<file path="src/rtl/bfc_pkg.sv">
// ----------------------------------------------------------------------------
// bfc_pkg
// shared types and constants of the box frustum cull unit
// ----------------------------------------------------------------------------
package bfc_pkg;

   localparam int MAX_PLANES = 6;
   localparam int PLANE_W    = 64;

   // register indexes on the configuration port
   localparam logic [2:0] REG_NUM_PLANES = 3'd0;
   localparam logic [2:0] REG_PLANE_0    = 3'd1;

   typedef enum logic [1:0] {
      VERDICT_INSIDE     = 2'd0,
      VERDICT_INTERSECTS = 2'd1,
      VERDICT_OUTSIDE    = 2'd2
   } verdict_type;

   typedef logic [MAX_PLANES-1:0][PLANE_W-1:0] plane_array_type;

   typedef struct packed {
      logic signed [15:0] center_x;
      logic signed [15:0] center_y;
      logic signed [15:0] center_z;
      logic [14:0]        extent_x;
      logic [14:0]        extent_y;
      logic [14:0]        extent_z;
      logic [5:0]         plane_mask;
      logic [2:0]         hint_plane;
   } item_type;

   // running result handed from cell to cell
   typedef struct packed {
      logic [5:0] straddle;
      logic       found;
      logic [2:0] reject_idx;
      logic       hint_rej;
      logic       hint_str;
   } acc_type;

endpackage

</file>
<file path="src/rtl/bfc_csr.sv">
// ----------------------------------------------------------------------------
// bfc_csr
// plane count and plane registers behind the configuration port
// ----------------------------------------------------------------------------
module bfc_csr
   import bfc_pkg::*;
(
   input  logic            clock,
   input  logic            reset,
   input  logic            psel,
   input  logic            penable,
   input  logic            pwrite,
   input  logic [5:0]      paddr,
   input  logic [63:0]     pwdata,
   output logic [63:0]     prdata,
   output logic            pready,
   output logic [2:0]      active_count,
   output plane_array_type planes
);

   logic [2:0]      num_planes_ff;
   plane_array_type planes_ff;
   logic [2:0]      reg_idx;
   logic            wr_en;

   assign reg_idx = paddr[5:3];
   assign wr_en   = psel && penable && pwrite;
   assign pready  = 1'b1;

   always_ff @(posedge clock) begin
      if (reset) begin
         num_planes_ff <= 3'd6;
         planes_ff     <= '0;
      end else if (wr_en) begin
         if (reg_idx == REG_NUM_PLANES) begin
            num_planes_ff <= pwdata[2:0];
         end else if (reg_idx < 3'(MAX_PLANES + 1)) begin
            planes_ff[reg_idx - REG_PLANE_0] <= pwdata;
         end
      end
   end

   always_comb begin
      prdata = '0;
      if (reg_idx == REG_NUM_PLANES) begin
         prdata = {61'd0, num_planes_ff};
      end else if (reg_idx < 3'(MAX_PLANES + 1)) begin
         prdata = planes_ff[reg_idx - REG_PLANE_0];
      end
   end

   // counts above the plane limit clip to it
   assign active_count = (num_planes_ff > 3'(MAX_PLANES)) ? 3'(MAX_PLANES) : num_planes_ff;
   assign planes       = planes_ff;

endmodule

</file>
<file path="config.mk">
export PLATFORM = sky130hd
export DESIGN_NAME = bfc_csr
export DESIGN_NICKNAME = d
export VERILOG_FILES = /design/src/rtl/bfc_pkg.sv /design/src/rtl/bfc_csr.sv
export SDC_FILE = /design/constraint.sdc
export NUM_CORES = 1
export LEC_CHECK = 0
export BUFFER_PORTS_ARGS = -buffer_cell sky130_fd_sc_hd__buf_2
export CORE_MARGIN = 2
export CORE_UTILIZATION = 40
export CTS_BUF_LIST = sky130_fd_sc_hd__clkbuf_8 sky130_fd_sc_hd__clkbuf_16
export DETAILED_ROUTE_END_ITERATION = 10
export GPL_TIMING_DRIVEN = 1
export HOLD_SLACK_MARGIN = 0.12
export PLACE_DENSITY = 0.65
export REMOVE_ABC_BUFFERS = 1
export SLEW_MARGIN = 20
export SYNTH_ARGS = -nofsm -noshare
export SYNTH_HDL_FRONTEND = slang
export SYNTH_SLANG_ARGS = --single-unit
</file>
<file path="constraint.sdc">
create_clock -name clock -period 2.95 [get_ports clock]
set_clock_uncertainty 0.1 [all_clocks]
set_input_delay 0.295 -clock clock [delete_from_list [all_inputs] [get_ports clock]]
set_output_delay 0.295 -clock clock [all_outputs]
set_load 0.05 [all_outputs]
</file>
---- Yosys cells after proc, flatten, opt, wreduce, memory -nomap -nowiden ----
Index checks and enable logic that the tools add are counted.
storage, ports and cells
  memory bits (read-only) ................. 0
  RAM bits ................................ 0
  output and inout bits ................... 452
  bits in latches ......................... 0
  bits of input ports ..................... 75
  memories kept ........................... 0
  register bits after elaboration ......... 387
operators by class
  shifts and indexed selects .............. 0
  mux-type cells .......................... 8
  magnitude comparators ................... 4
  equality and inequality tests ........... 0
  add/sub/neg operators ................... 1
  reductions and logical operators ........ 6
  multipliers ............................. 0
  bitwise gates (word level) .............. 1
  divide/modulo/power cells ............... 0
operators by type and width
  kind                   number
  $bwmux W384            1
  $mux W64               4
  $bmux W64 S3           1
  $demux W64 S3          1
  $lt A3 B4 Y1 const B   1
  $ge A3 B1 Y1 const B   1
  $gt A3 B3 Y1 const B   1
  $logic_and A1 B1 Y1    3
  $logic_not A3 Y1       1
  $lt A3 B3 Y1 const B   1
  $mux W3                1
  $reduce_and A3 Y1      1
  $sub A3 B1 Y3 const B  1
  $reduce_and A2 Y1      1
  $not A1 Y1             1

---- Longest topological paths before layout ----
  depth after elaboration ................. 6
  depth in mapped cells ................... 10

---- Worst setup path before layout ----
Ideal clock, no wire load.
  path kind ............................... input-to-output
  from .................................... in paddr[3]
  to ...................................... out prdata[2]
  path slack .............................. -0.280 ns
  cell stages on the path ................. 8
  path buffers ............................ 3
  arrival ................................. 2.835 ns
  path through ............................ buf_2 -> inv_1 -> ha_1 -> clkbuf_1 -> clkbuf_1 -> mux4_2 -> a21oi_1 -> o21ai_0
on the way
  word-level cells in the longest chain between the ends .. 5
  elaborated cells on any way between the ends .. 7
  classes of those cells .................. 1 x add/sub; 1 x order compare; 4 x mux; 1 x reduce/logical
RTL lines
  element                         line           RTL
  start: declaration              bfc_csr.sv:13  input logic [5:0] paddr,
  $sub A3 B1 Y3                   bfc_csr.sv:48  prdata = planes_ff[reg_idx - REG_PLANE_0];
  $bmux W64 S3                    bfc_csr.sv:48
  $mux W64 (implied by the code)  bfc_csr.sv:48
  $mux W64                        bfc_csr.sv:47  end else if (reg_idx < 3'(MAX_PLANES + 1)) begin
  $mux W64 (*)                    bfc_csr.sv:45  if (reg_idx == REG_NUM_PLANES) begin
  end: declaration                bfc_csr.sv:15  output logic [63:0] prdata,
Mark *: on every way between the ends. The rest lies on a longest branch, timed or not. The select of a mux whose other input is x is not followed.

---- Worst setup path after layout ----
  from .................................... in paddr[4]
  to ...................................... out prdata[13]
The elaborated chain is that of the path after synthesis.

==> impl_metrics.env <==
export IMPL_postRouteAntennaNets=0
export IMPL_synth_seq_cells=387
export IMPL_synth_yosys_seq_area_share=0.426
export IMPL_r2r_setup_slack_ps=1960
export IMPL_grt_pass1_wl_um=93100
export IMPL_data_required_time_of_the_critical_path_ps=2560
export IMPL_largest_net_degree_at_the_start_of_global_routing=122
export IMPL_total_leakage_power_nw=12.7
export IMPL_overflow=0
export IMPL_synth_top_area_frac=0.426
export IMPL_post_route_drc_count=0
export IMPL_fin_crit_ps=2840
export IMPL_mostFrequentLayoutCell="sky130_fd_sc_hd__buf_2"
export IMPL_final_cycle_utilization_of_the_critical_path=0.962
export IMPL_rsz0062_at_grt="no"
export IMPL_cts_made_buffers=43
export IMPL_multi_input_area_um2=9800
export IMPL_htree_num_levels=2
export IMPL_startpoint_type="input pin"
export IMPL_worstSkewPairLatency_ps=570
export IMPL_filler_cell_count=4138
export IMPL_die_area_um2=47200
export IMPL_gp_routability_congestion=0.846
export IMPL_io_pins=527
export IMPL_routed_wire_length_per_instance_um=21.4
export IMPL_worst_hold_path_endpoint="planes[176]"
export IMPL_max_vdd_ir_drop_uv=417
export IMPL_powerDensity_nw_per_um2=505
export IMPL_floorplan_die_height_um=217
export IMPL_fp_dieW_um=217
export IMPL_synth_top_area_cell="sky130_fd_sc_hd__dfxtp_1"
export IMPL_placement_rows=78
export IMPL_crit_end_element="output pin"
export IMPL_synth_area_leaders="sky130_fd_sc_hd__dfxtp_1 43%, sky130_fd_sc_hd__mux2i_1 25%, sky130_fd_sc_hd__nand2b_1 15%"
export IMPL_number_of_global_route_vias_before_repair=15363
export IMPL_number_of_antenna_violations_at_the_first_check_in_global_routing=2
export IMPL_drtIter0Drc=921
export IMPL_max_cap_violations=0
export IMPL_routed_via_density=5.25
export IMPL_coreArea_um2=45100
export IMPL_dr_total_vias=15165
export IMPL_globalRouteTotalUtil=0.253
export IMPL_setup_viol_count_final=0
export IMPL_areaGrowthSynthToFinish_pct=29.9
export IMPL_worst_max_slew_margin_expressed_relative_to_the_limit=0.542
export IMPL_run_status="finished, final reports clean"
export IMPL_port_buffers=522
export IMPL_synthCells=1717
export IMPL_final_nets=2330
export IMPL_hold_path_class="input pin to flop"
export IMPL_worstRegToRegCells=2
export IMPL_cts_tree="built"
export IMPL_initial_core_util=0.404
export IMPL_hold_viol_final=0
export IMPL_critical_path_reg2reg_endpoint="num_planes_ff[2]"
export IMPL_max_clock_path_buffers=3
export IMPL_worst_setup_hold_path_clk_slew_ps=70
export IMPL_achievable_frequency_mhz=352
export IMPL_finalSetupTns_ps=0
export IMPL_hold_path_startpoint="paddr[4]"
export IMPL_critical_path_peak_fanout=13
export IMPL_hpwlAfterDp_um=40300
export IMPL_clock_sinks=387
export IMPL_root_buffer="sky130_fd_sc_hd__clkbuf_16"
export IMPL_post_route_cells_drive_above_1_share=0.309
export IMPL_worst_setup_path_type="input pin to output pin"
export IMPL_layout_core_utilization=0.524
export IMPL_slew_viol_final=0
export IMPL_post_synth_cell_area_avg_um2=10.6
export IMPL_sequential_cell_area_um2=7750
export IMPL_transition_time_at_the_pin_with_the_least_slew_margin_ps=686
export IMPL_crit_path_start="paddr[4]"
export IMPL_drt_pass1_iterations=5
export IMPL_layout_cells_most_common_list="520 x sky130_fd_sc_hd__buf_2, 453 x sky130_fd_sc_hd__mux2i_1, 448 x sky130_fd_sc_hd__nand2b_1"
export IMPL_worst_endpoint_arrival_ps=2440
export IMPL_ys_types=32
export IMPL_synth_warnings=0
export IMPL_worst_hold_path_num_cells=4
export IMPL_timing_rr_start="num_planes_ff[2]"
export IMPL_design_power_total_mw=11.9
export IMPL_finalWirelength_um=61700
export IMPL_synth_area_um2=18200
where the power goes:
part           internal, mW  switching, mW
Sequential             5.27         0.0325
Combinational         0.414          0.709
Clock                  3.30           2.20
per-layer routing:
layer  vias up  GRT usage  routed length [um]
met4         0     0.0925                1690
met5         -          0                   0
met2       525      0.422               29600
met3       112     0.0688                4650
li1       7019          -                   -
met1      7509      0.311               25800
state kept, by name, indices dropped and copies added (netlist names):
| register | flops |
|---|---|
| planes | 384 |
| num_planes_ff | 3 |
cells in the mapped netlist, drive strengths merged:
cell     number
a21boi        1
nor2          2
nand3b        2
o21ai         3
mux4         30
mux2         30
and2          1
clkbuf       83
nor3          1
inv           2
dfxtp       387
xor2          1
a22oi        34
buf          60
and3          6
nand2b      449
nand3        30
xnor2         1
ha            2
a31o          1
o22a         34
nand2        33
a21oi        64
conb          1
nor2b         3
mux2i       453
a2111oi       1
a211o         2
cells by family after synthesis:
kind of cell | count (synthesis) | synth area share
simple gates | 527 | 0.175
flops | 387 | 0.426
buf+inv | 145 | 0.0406
fa+ha+maj | 2 | 0.00138
other cells | 1 | 0.000206
mux | 513 | 0.305
compound gates | 140 | 0.0515
xor+xnor | 2 | 0.000963
critical path, cell delays in order:
cell and delay [ps]:
sky130_fd_sc_hd__buf_2 120, sky130_fd_sc_hd__inv_1 110, sky130_fd_sc_hd__ha_1 310, sky130_fd_sc_hd__xor2_4 180, sky130_fd_sc_hd__and3_2 540, sky130_fd_sc_hd__buf_4 270, sky130_fd_sc_hd__a22oi_1 100, sky130_fd_sc_hd__a21oi_1 210
sky130_fd_sc_hd__buf_2 290
cell type report:
| cell class | instances | area share |
|---|---|---|
| well taps | 600 | 0.0318 |
| clock inverters | 24 | 0.00879 |
| inverters | 2 | 0.000318 |
| diodes | 1 | 0.000106 |
| flip-flops and latches | 387 | 0.328 |
| clock buffers | 53 | 0.0523 |
| repair buffers | 634 | 0.164 |
| multi-input cells | 1185 | 0.415 |
stage by stage:
stage / instances / worst slack (ps) / hold slack, ps / cell area (um2)
after floorplan: 1574 / -2790 / 267 / 17500
after CTS: 2885 / 130 / 183 / 23600
final: 2886 / 112 / 219 / 23600
after global routing: 2886 / 10.8 / 226 / 23600
after global placement: 2744 / 131 / 369 / 21500
after detailed placement: 2744 / 101 / 376 / 21500
how the worst max path moves through the flow:
stage                        endpoint  depth (start not counted)
final                      prdata[13]                          9
after global routing       prdata[13]                          9
after CTS                  prdata[13]                          9
after detailed placement  planes[287]                          7
after global placement    planes[267]                          7
after floorplan           planes[320]                          6
what timing repair did:
action                    4_1_cts  5_1_grt
buffers inserted                0        0
hold endpoints to repair      383        0
hold buffers                   64        0
gates resized for setup         0        0
Power figures use the tool's default switching activity.
