<file path="src/rtl/bfc_pkg.sv">
// ----------------------------------------------------------------------------
// bfc_pkg
// shared types and constants of the box frustum cull unit
// ----------------------------------------------------------------------------
package bfc_pkg;

   localparam int MAX_PLANES = 6;
   localparam int PLANE_W    = 64;

   // register indexes on the configuration port
   localparam logic [2:0] REG_NUM_PLANES = 3'd0;
   localparam logic [2:0] REG_PLANE_0    = 3'd1;

   typedef enum logic [1:0] {
      VERDICT_INSIDE     = 2'd0,
      VERDICT_INTERSECTS = 2'd1,
      VERDICT_OUTSIDE    = 2'd2
   } verdict_type;

   typedef logic [MAX_PLANES-1:0][PLANE_W-1:0] plane_array_type;

   typedef struct packed {
      logic signed [15:0] center_x;
      logic signed [15:0] center_y;
      logic signed [15:0] center_z;
      logic [14:0]        extent_x;
      logic [14:0]        extent_y;
      logic [14:0]        extent_z;
      logic [5:0]         plane_mask;
      logic [2:0]         hint_plane;
   } item_type;

   // running result handed from cell to cell
   typedef struct packed {
      logic [5:0] straddle;
      logic       found;
      logic [2:0] reject_idx;
      logic       hint_rej;
      logic       hint_str;
   } acc_type;

endpackage

</file>
<file path="src/rtl/bfc_cell.sv">
// ----------------------------------------------------------------------------
// bfc_cell
// one plane test: product stage, then sum, classify and fold into the result
// ----------------------------------------------------------------------------
module bfc_cell
   import bfc_pkg::*;
(
   input  logic         clock,
   input  logic         reset,
   input  logic [2:0]   cell_idx,
   input  logic [2:0]   active_count,
   input  logic [63:0]  plane,
   input  logic         in_valid,
   output logic         in_ready,
   input  item_type     in_item,
   input  acc_type      in_acc,
   output logic         out_valid,
   input  logic         out_ready,
   output item_type     out_item,
   output acc_type      out_acc
);

   logic signed [15:0] n_x, n_y, n_z, plane_d;
   logic [15:0]        an_x, an_y, an_z;

   logic               a_v_ff, b_v_ff;
   item_type           a_item_ff, b_item_ff;
   acc_type            a_acc_ff, b_acc_ff;
   logic signed [31:0] pm_x_ff, pm_y_ff, pm_z_ff;
   logic signed [31:0] pm_x_in, pm_y_in, pm_z_in;
   logic [30:0]        pr_x_ff, pr_y_ff, pr_z_ff;
   logic [30:0]        pr_x_in, pr_y_in, pr_z_in;

   logic signed [35:0] m, r, hi, lo;
   logic               active, outside, straddles;
   logic [5:0]         plane_bit;
   acc_type            b_acc_in;
   logic               move_b;

   assign n_x     = plane[15:0];
   assign n_y     = plane[31:16];
   assign n_z     = plane[47:32];
   assign plane_d = plane[63:48];

   assign an_x = n_x[15] ? 16'(-n_x) : n_x;
   assign an_y = n_y[15] ? 16'(-n_y) : n_y;
   assign an_z = n_z[15] ? 16'(-n_z) : n_z;

   assign pm_x_in = n_x * in_item.center_x;
   assign pm_y_in = n_y * in_item.center_y;
   assign pm_z_in = n_z * in_item.center_z;
   assign pr_x_in = an_x * in_item.extent_x;
   assign pr_y_in = an_y * in_item.extent_y;
   assign pr_z_in = an_z * in_item.extent_z;

   assign move_b   = !b_v_ff || out_ready;
   assign in_ready = !a_v_ff || move_b;

   // distance term aligned to the products of the Q1.14 normals, which carry 14 fraction bits
   assign m  = 36'(pm_x_ff) + 36'(pm_y_ff) + 36'(pm_z_ff)
             + $signed({{6{plane_d[15]}}, plane_d, 14'd0});
   assign r  = $signed(36'(pr_x_ff) + 36'(pr_y_ff) + 36'(pr_z_ff));
   assign hi = m + r;
   assign lo = m - r;
   assign outside   = hi[35];
   assign straddles = lo[35];

   assign active    = a_item_ff.plane_mask[cell_idx] && (cell_idx < active_count);
   assign plane_bit = 6'b1 << cell_idx;

   always_comb begin
      b_acc_in = a_acc_ff;
      if (active) begin
         if (cell_idx == a_item_ff.hint_plane) begin
            b_acc_in.hint_rej = outside;
            b_acc_in.hint_str = !outside && straddles;
         end else if (!a_acc_ff.found) begin
            if (outside) begin
               b_acc_in.found      = 1'b1;
               b_acc_in.reject_idx = cell_idx;
            end else if (straddles) begin
               b_acc_in.straddle = a_acc_ff.straddle | plane_bit;
            end
         end
      end
   end

   always_ff @(posedge clock) begin
      if (reset) begin
         a_v_ff <= 1'b0;
         b_v_ff <= 1'b0;
      end else begin
         if (in_ready) begin
            a_v_ff <= in_valid;
         end
         if (move_b) begin
            b_v_ff <= a_v_ff;
         end
      end
      if (in_ready) begin
         a_item_ff <= in_item;
         a_acc_ff  <= in_acc;
         pm_x_ff   <= pm_x_in;
         pm_y_ff   <= pm_y_in;
         pm_z_ff   <= pm_z_in;
         pr_x_ff   <= pr_x_in;
         pr_y_ff   <= pr_y_in;
         pr_z_ff   <= pr_z_in;
      end
      if (move_b) begin
         b_item_ff <= a_item_ff;
         b_acc_ff  <= b_acc_in;
      end
   end

   assign out_valid = b_v_ff;
   assign out_item  = b_item_ff;
   assign out_acc   = b_acc_ff;

endmodule

</file>
<file path="config.mk">
export PLATFORM = sky130hd
export DESIGN_NAME = bfc_cell
export DESIGN_NICKNAME = d
export VERILOG_FILES = /design/src/rtl/bfc_pkg.sv /design/src/rtl/bfc_cell.sv
export SDC_FILE = /design/constraint.sdc
export NUM_CORES = 2
export LEC_CHECK = 0
export ABC_CLOCK_PERIOD_IN_PS = 23100
export BUFFER_PORTS_ARGS = -buffer_cell sky130_fd_sc_hd__buf_2
export CAP_MARGIN = 40
export CORE_MARGIN = 8
export CORE_UTILIZATION = 65
export CTS_CLUSTER_SIZE = 10
export DETAILED_ROUTE_END_ITERATION = 10
export GPL_ROUTABILITY_DRIVEN = 0
export PLACE_DENSITY = 0.92
export SYNTH_ARGS = -nofsm -noshare
export SYNTH_HDL_FRONTEND = slang
export SYNTH_SLANG_ARGS = --single-unit
export TNS_END_PERCENT = 20
</file>
<file path="constraint.sdc">
create_clock -name clock -period 23.1 [get_ports clock]
set_input_delay 4.62 -clock clock [delete_from_list [all_inputs] [get_ports clock]]
set_output_delay 4.62 -clock clock [all_outputs]
set_load 0.02 [all_outputs]
</file>
# Word level (Yosys, flattened, before mapping)
# Cells that the tools add are included.
# Widths: inputs -> output; s select.
word_totals:
  ramBits: 0
  in_bits: 188
  regBits: 419
  romBits: 0
  latch_bits: 0
  out_inout_bits: 116
  elab_cells: 74
  n_memories: 0
classes:
  n_eq_ne: 1
  mux: 12
  add_sub_neg: 10
  shifts: 1
  n_bitwise: 1
  n_lt_le_gt_ge: 2
  n_div: 0
  reduce_logical: 7
  multipliers: 6
ops:
  columns: ["op", "n"]
  rows:
  - ["$mul 16x16->32", 3]
  - ["$mul 16x15->31", 3]
  - ["$mux 16", 3]
  - ["$neg 16->16", 3]
  - ["$add 35x34->36", 1]
  - ["$sub 35x34->36", 1]
  - ["$add 34x30->35", 1]
  - ["$add 33x32->34", 1]
  - ["$add 32x31->33", 1]
  - ["$add 32x32->33", 1]
  - ["$add 31x31->32", 1]
  - ["$mux 10", 2]
  - ["$mux 12", 1]
  - ["$mux 6", 2]
  - ["$or 6x6->6", 1]
  - ["$shl 1x3->6 const A", 1]
  - ["$lt 3x4->1 const B", 1]
  - ["$mux 4", 1]
  - ["$bmux 1 s3", 1]
  - ["$eq 3x3->1", 1]
  - ["$logic_not 1->1", 3]
  - ["$lt 3x3->1", 1]
  - ["$logic_and 1x1->1", 2]
  - ["$logic_or 1x1->1", 2]
  - ["2 further kinds", 2]

# Logic depth before layout (Yosys ltp)
logic_depth:
  word_depth: 9
  depth_mapped: 32
  mapped_depth_nobuf: 30

# Worst setup path before layout
# OpenSTA, ideal clock, no wires.
synth_path:
  path_kind: "input to output"
  start: "in out_ready"
  end: "out in_ready"
  n_path_buf: 0
  stages: 2
  arrival_time_ps: 11143
  setup_slack_ps: 7337
  cell_sequence: "nor2b_1 > nand2_1"
synth_via:
  elab_chain_cells: 2
synth_rtl:
  columns: ["element", "line", "rtl"]
  rows:
  - ["start, declared", "bfc_cell.sv:18", "input logic out_ready,"]
  - ["$logic_or 1x1->1", "bfc_cell.sv:56", "assign move_b = !b_v_ff || out_ready;"]
  - ["$logic_or 1x1->1", "bfc_cell.sv:57", "assign in_ready = !a_v_ff || move_b;"]
  - ["end, declared", "bfc_cell.sv:14", "output logic in_ready,"]
# No other way between the ends.

# Final worst setup path
layout_path:
  start: "in plane[0]"
  end: "reg pr_x_ff[30] (data pin)"
layout_via:
  elab_chain_cells: 3
layout_rtl:
  columns: ["element", "line", "rtl"]
  rows:
  - ["start, declared", "bfc_cell.sv:12", "input logic [63:0] plane,"]
  - ["$neg 16->16", "bfc_cell.sv:45", "assign an_x = n_x[15] ? 16'(-n_x) : n_x;"]
  - ["$mux 16 *", "bfc_cell.sv:45", null]
  - ["$mul 16x15->31 *", "bfc_cell.sv:52", "assign pr_x_in = an_x * in_item.extent_x;"]
  - ["net pr_x_in[30]", "bfc_cell.sv:32", "logic [30:0] pr_x_in, pr_y_in, pr_z_in;"]
  - ["end signal, assigned", "bfc_cell.sv:106", "pr_x_ff <= pr_x_in;"]
  - ["end, declared", "bfc_cell.sv:31", "logic [30:0] pr_x_ff, pr_y_ff, pr_z_ff;"]
# The timed path passes the listed nets; every way through them passes the cells marked *.
# A chain may end at the register's enable or synchronous reset.

==> impl_metrics.ini <==
[clock_network]
clock_sinks = 419
path_clk_slew_ns = 0.07
h-tree-depth = 2
clockBufferDepth = 3
root_buffer = clkbuf_16
cts_hold_buf = 0
cts_tree = yes
cts_buffers = 55
clk_latency_ns = 0.68
postCtsSetupRepairBufs = 0
cts_resized = 0

[global_routing]
grt_overflow_total = 0
grt_use_total = 0.3122
antenna_found_initial = 14
grt_pass1_wl_um = 311400
grt_max_degree = 136
grt_pass1_vias = 60580

[die]
die_w_um = 352.7
ioPinCount = 304
start_util = 0.6550
core_area_sq_um = 112500
core.rowCount = 123
die_y_um = 352.7
dieArea_sq_um = 124400

[route]
wirelength_um = 192000
avgViaCountPerCell = 5.892
dr.pass1.iters = 7
drt_first_iter_violations = 4386
drc = 0
via_count = 53860
ant_nets = 0
drt-wirelength-per-cell_um = 21.00

[layout]
mostFrequentLayoutCells = 1778 x inv_1, 1410 x fa_1, 785 x nand2_1, 776 x and2_1, 675 x ha_1
drive_gt1_frac = 0.06170
nFillCells = 7403
final_common_cell = inv_1
syn_to_final_growth_pct = 6.343
fin_nets = 9877

[worst_setup_path]
reg2regPathDepth = 27
crit_buf_inv = 6
cp_top_family = adder cells
required_ns = 23.50
crit_type = input port to flop
crit_top_cell = fa_1
cp.depth = 31
worst-endpoint-arrival_ns = 12.82
cp_slowest_cell = fa_1
critPathLaunchType = input port
worst_setup_path_end_kind = flop
path_max_fanout = 33
critical_path.max_stage_delay_ns = 0.54

[place]
dp_slack_ns = 10.17
numPortBuffers = 303
dpl.hpwl_um = 152200

[yosys]
synth.avg_cell_area_sq_um = 9.910
synth_seq_cells = 419
synth_area_sq_um = 73690
synthesis.nets = 9709
synthCells = 7436
synth_seq_area_share = 0.1705
async_flop_share = 0
synth_edf_count = 417
synth-main-ff-cell = edfxtp_1
yosys.cell_types.count = 82
synth_warnings = 0

[timing]
worst_slack_ns = 10.68
finalMaxSlewViolations = 0
tightest_slew_ns = 0.9531
setup_violations = 0
worst_clock_skew_ns = 0.02684
clock.fmax_mhz = 80.55
finalSetupTns_ns = 0
fin_crit_sh = 0.5375
rsz0062_at_grt = false
hold_viol_final = 0
max_slew_margin = 0.3624
min_period_ns = 12.42

[worst_hold_path]
hp-class = flop to flop
holdPathStages = 0

[flow_run]
maxCapViolCount = 0

[status]
status = finished, final reports clean
## stage by stage
step / cells / utilization / hold WS [ns] / cell area (sq um)
finish: 9141 / 0.6966 / 0.4059 / 78360
global route: 9138 / 0.6965 / 0.4111 / 78360
CTS: 9134 / 0.6964 / 0.3992 / 78350
detailed placement: 9047 / 0.6811 / 0.4045 / 76620
global placement: 9031 / 0.6798 / 0.4001 / 76470
floorplan: 7436 / - / 0.4003 / 73690
## path summary, 6_finish.rpt
check                          startpoint                endpoint  slack (ns)
setup / recovery                 plane[0]   pr_x_ff[30]$_DFFE_PP_       10.68
hold / removal    a_item_ff[15]$_DFFE_PP_  out_item[15]$_DFFE_PP_        0.41
setup reg to reg     pm_y_ff[2]$_DFFE_PP_    out_acc[0]$_DFFE_PP_       15.84
hold reg to reg   a_item_ff[15]$_DFFE_PP_  out_item[15]$_DFFE_PP_        0.41
## routing by layer
layer | vias to the layer above | track usage | wire length [um] | share of wire
met5 | - | 0 | 41 | 0.00021
met4 | 6 | 0.1941 | 14660 | 0.076
met3 | 1041 | 0.07085 | 19390 | 0.10
met2 | 3248 | 0.5260 | 92680 | 0.48
met1 | 26660 | 0.3622 | 65200 | 0.34
li1 | 22910 | - | - | -
## synth_stat cells (7+ instances only)
cell type	number	area (sq um)
ha_1	675	8446
a21oi_1	189	945.9
nand2b_1	74	462.9
a211o_1	8	70.07
buf_2	7	35.03
xnor2_1	221	1936
inv_1	1779	6678
o21bai_1	23	172.7
a41oi_1	7	61.31
o31a_1	7	61.31
nor2b_1	23	143.9
fa_1	1410	28230
nand2_1	786	2950
and2_1	776	4855
a21o_1	89	668.1
a211oi_1	16	120.1
and3_1	22	137.6
o31ai_1	26	195.2
o21ai_0	117	585.6
nor3_1	43	215.2
xor2_1	73	639.4
nand3_1	37	185.2
o21a_1	23	172.7
or3_1	22	137.6
nand4_1	17	106.4
nor2_1	138	518.0
o211ai_1	13	97.59
edfxtp_1	417	12520
clkbuf_1	238	893.4
a31oi_1	14	87.58
or2_2	9	56.30
o41ai_1	8	70.07
## logic make-up after synthesis
group | after synthesis | share of synthesized area
xor+xnor | 294 | 0.03494
fa+ha+maj | 2085 | 0.4977
simple gates | 1988 | 0.1373
flops | 419 | 0.1705
compound gates | 617 | 0.05508
mux | 8 | 0.001307
buf+inv | 2025 | 0.1033
## layout make-up
class | count | area (sq um) | share of cell area
Multi-Input combinational cell | 4992 | 53540 | 0.6832
Sequential cell | 419 | 12560 | 0.1603
Inverter | 1779 | 6683 | 0.08528
Timing Repair Buffer | 357 | 1958 | 0.02499
Tap cell | 1500 | 1877 | 0.02395
Clock buffer | 67 | 1443 | 0.01841
Clock inverter | 20 | 285.3 | 0.003640
Antenna cell | 7 | 17.52 | 0.0002235
## state kept, by name, summed over array words and instances, names as in the netlist
signal and count:
a_acc_ff 12, a_item_ff 102, a_v_ff 1, out_acc 12, out_item 102, out_valid 1
pm_x_ff 32, pm_y_ff 32, pm_z_ff 32, pr_x_ff 31, pr_y_ff 31, pr_z_ff 31
Power is left out: the tool's default activity adds up to more than one toggle a clock period on the data nets, which glitch-free logic cannot reach.
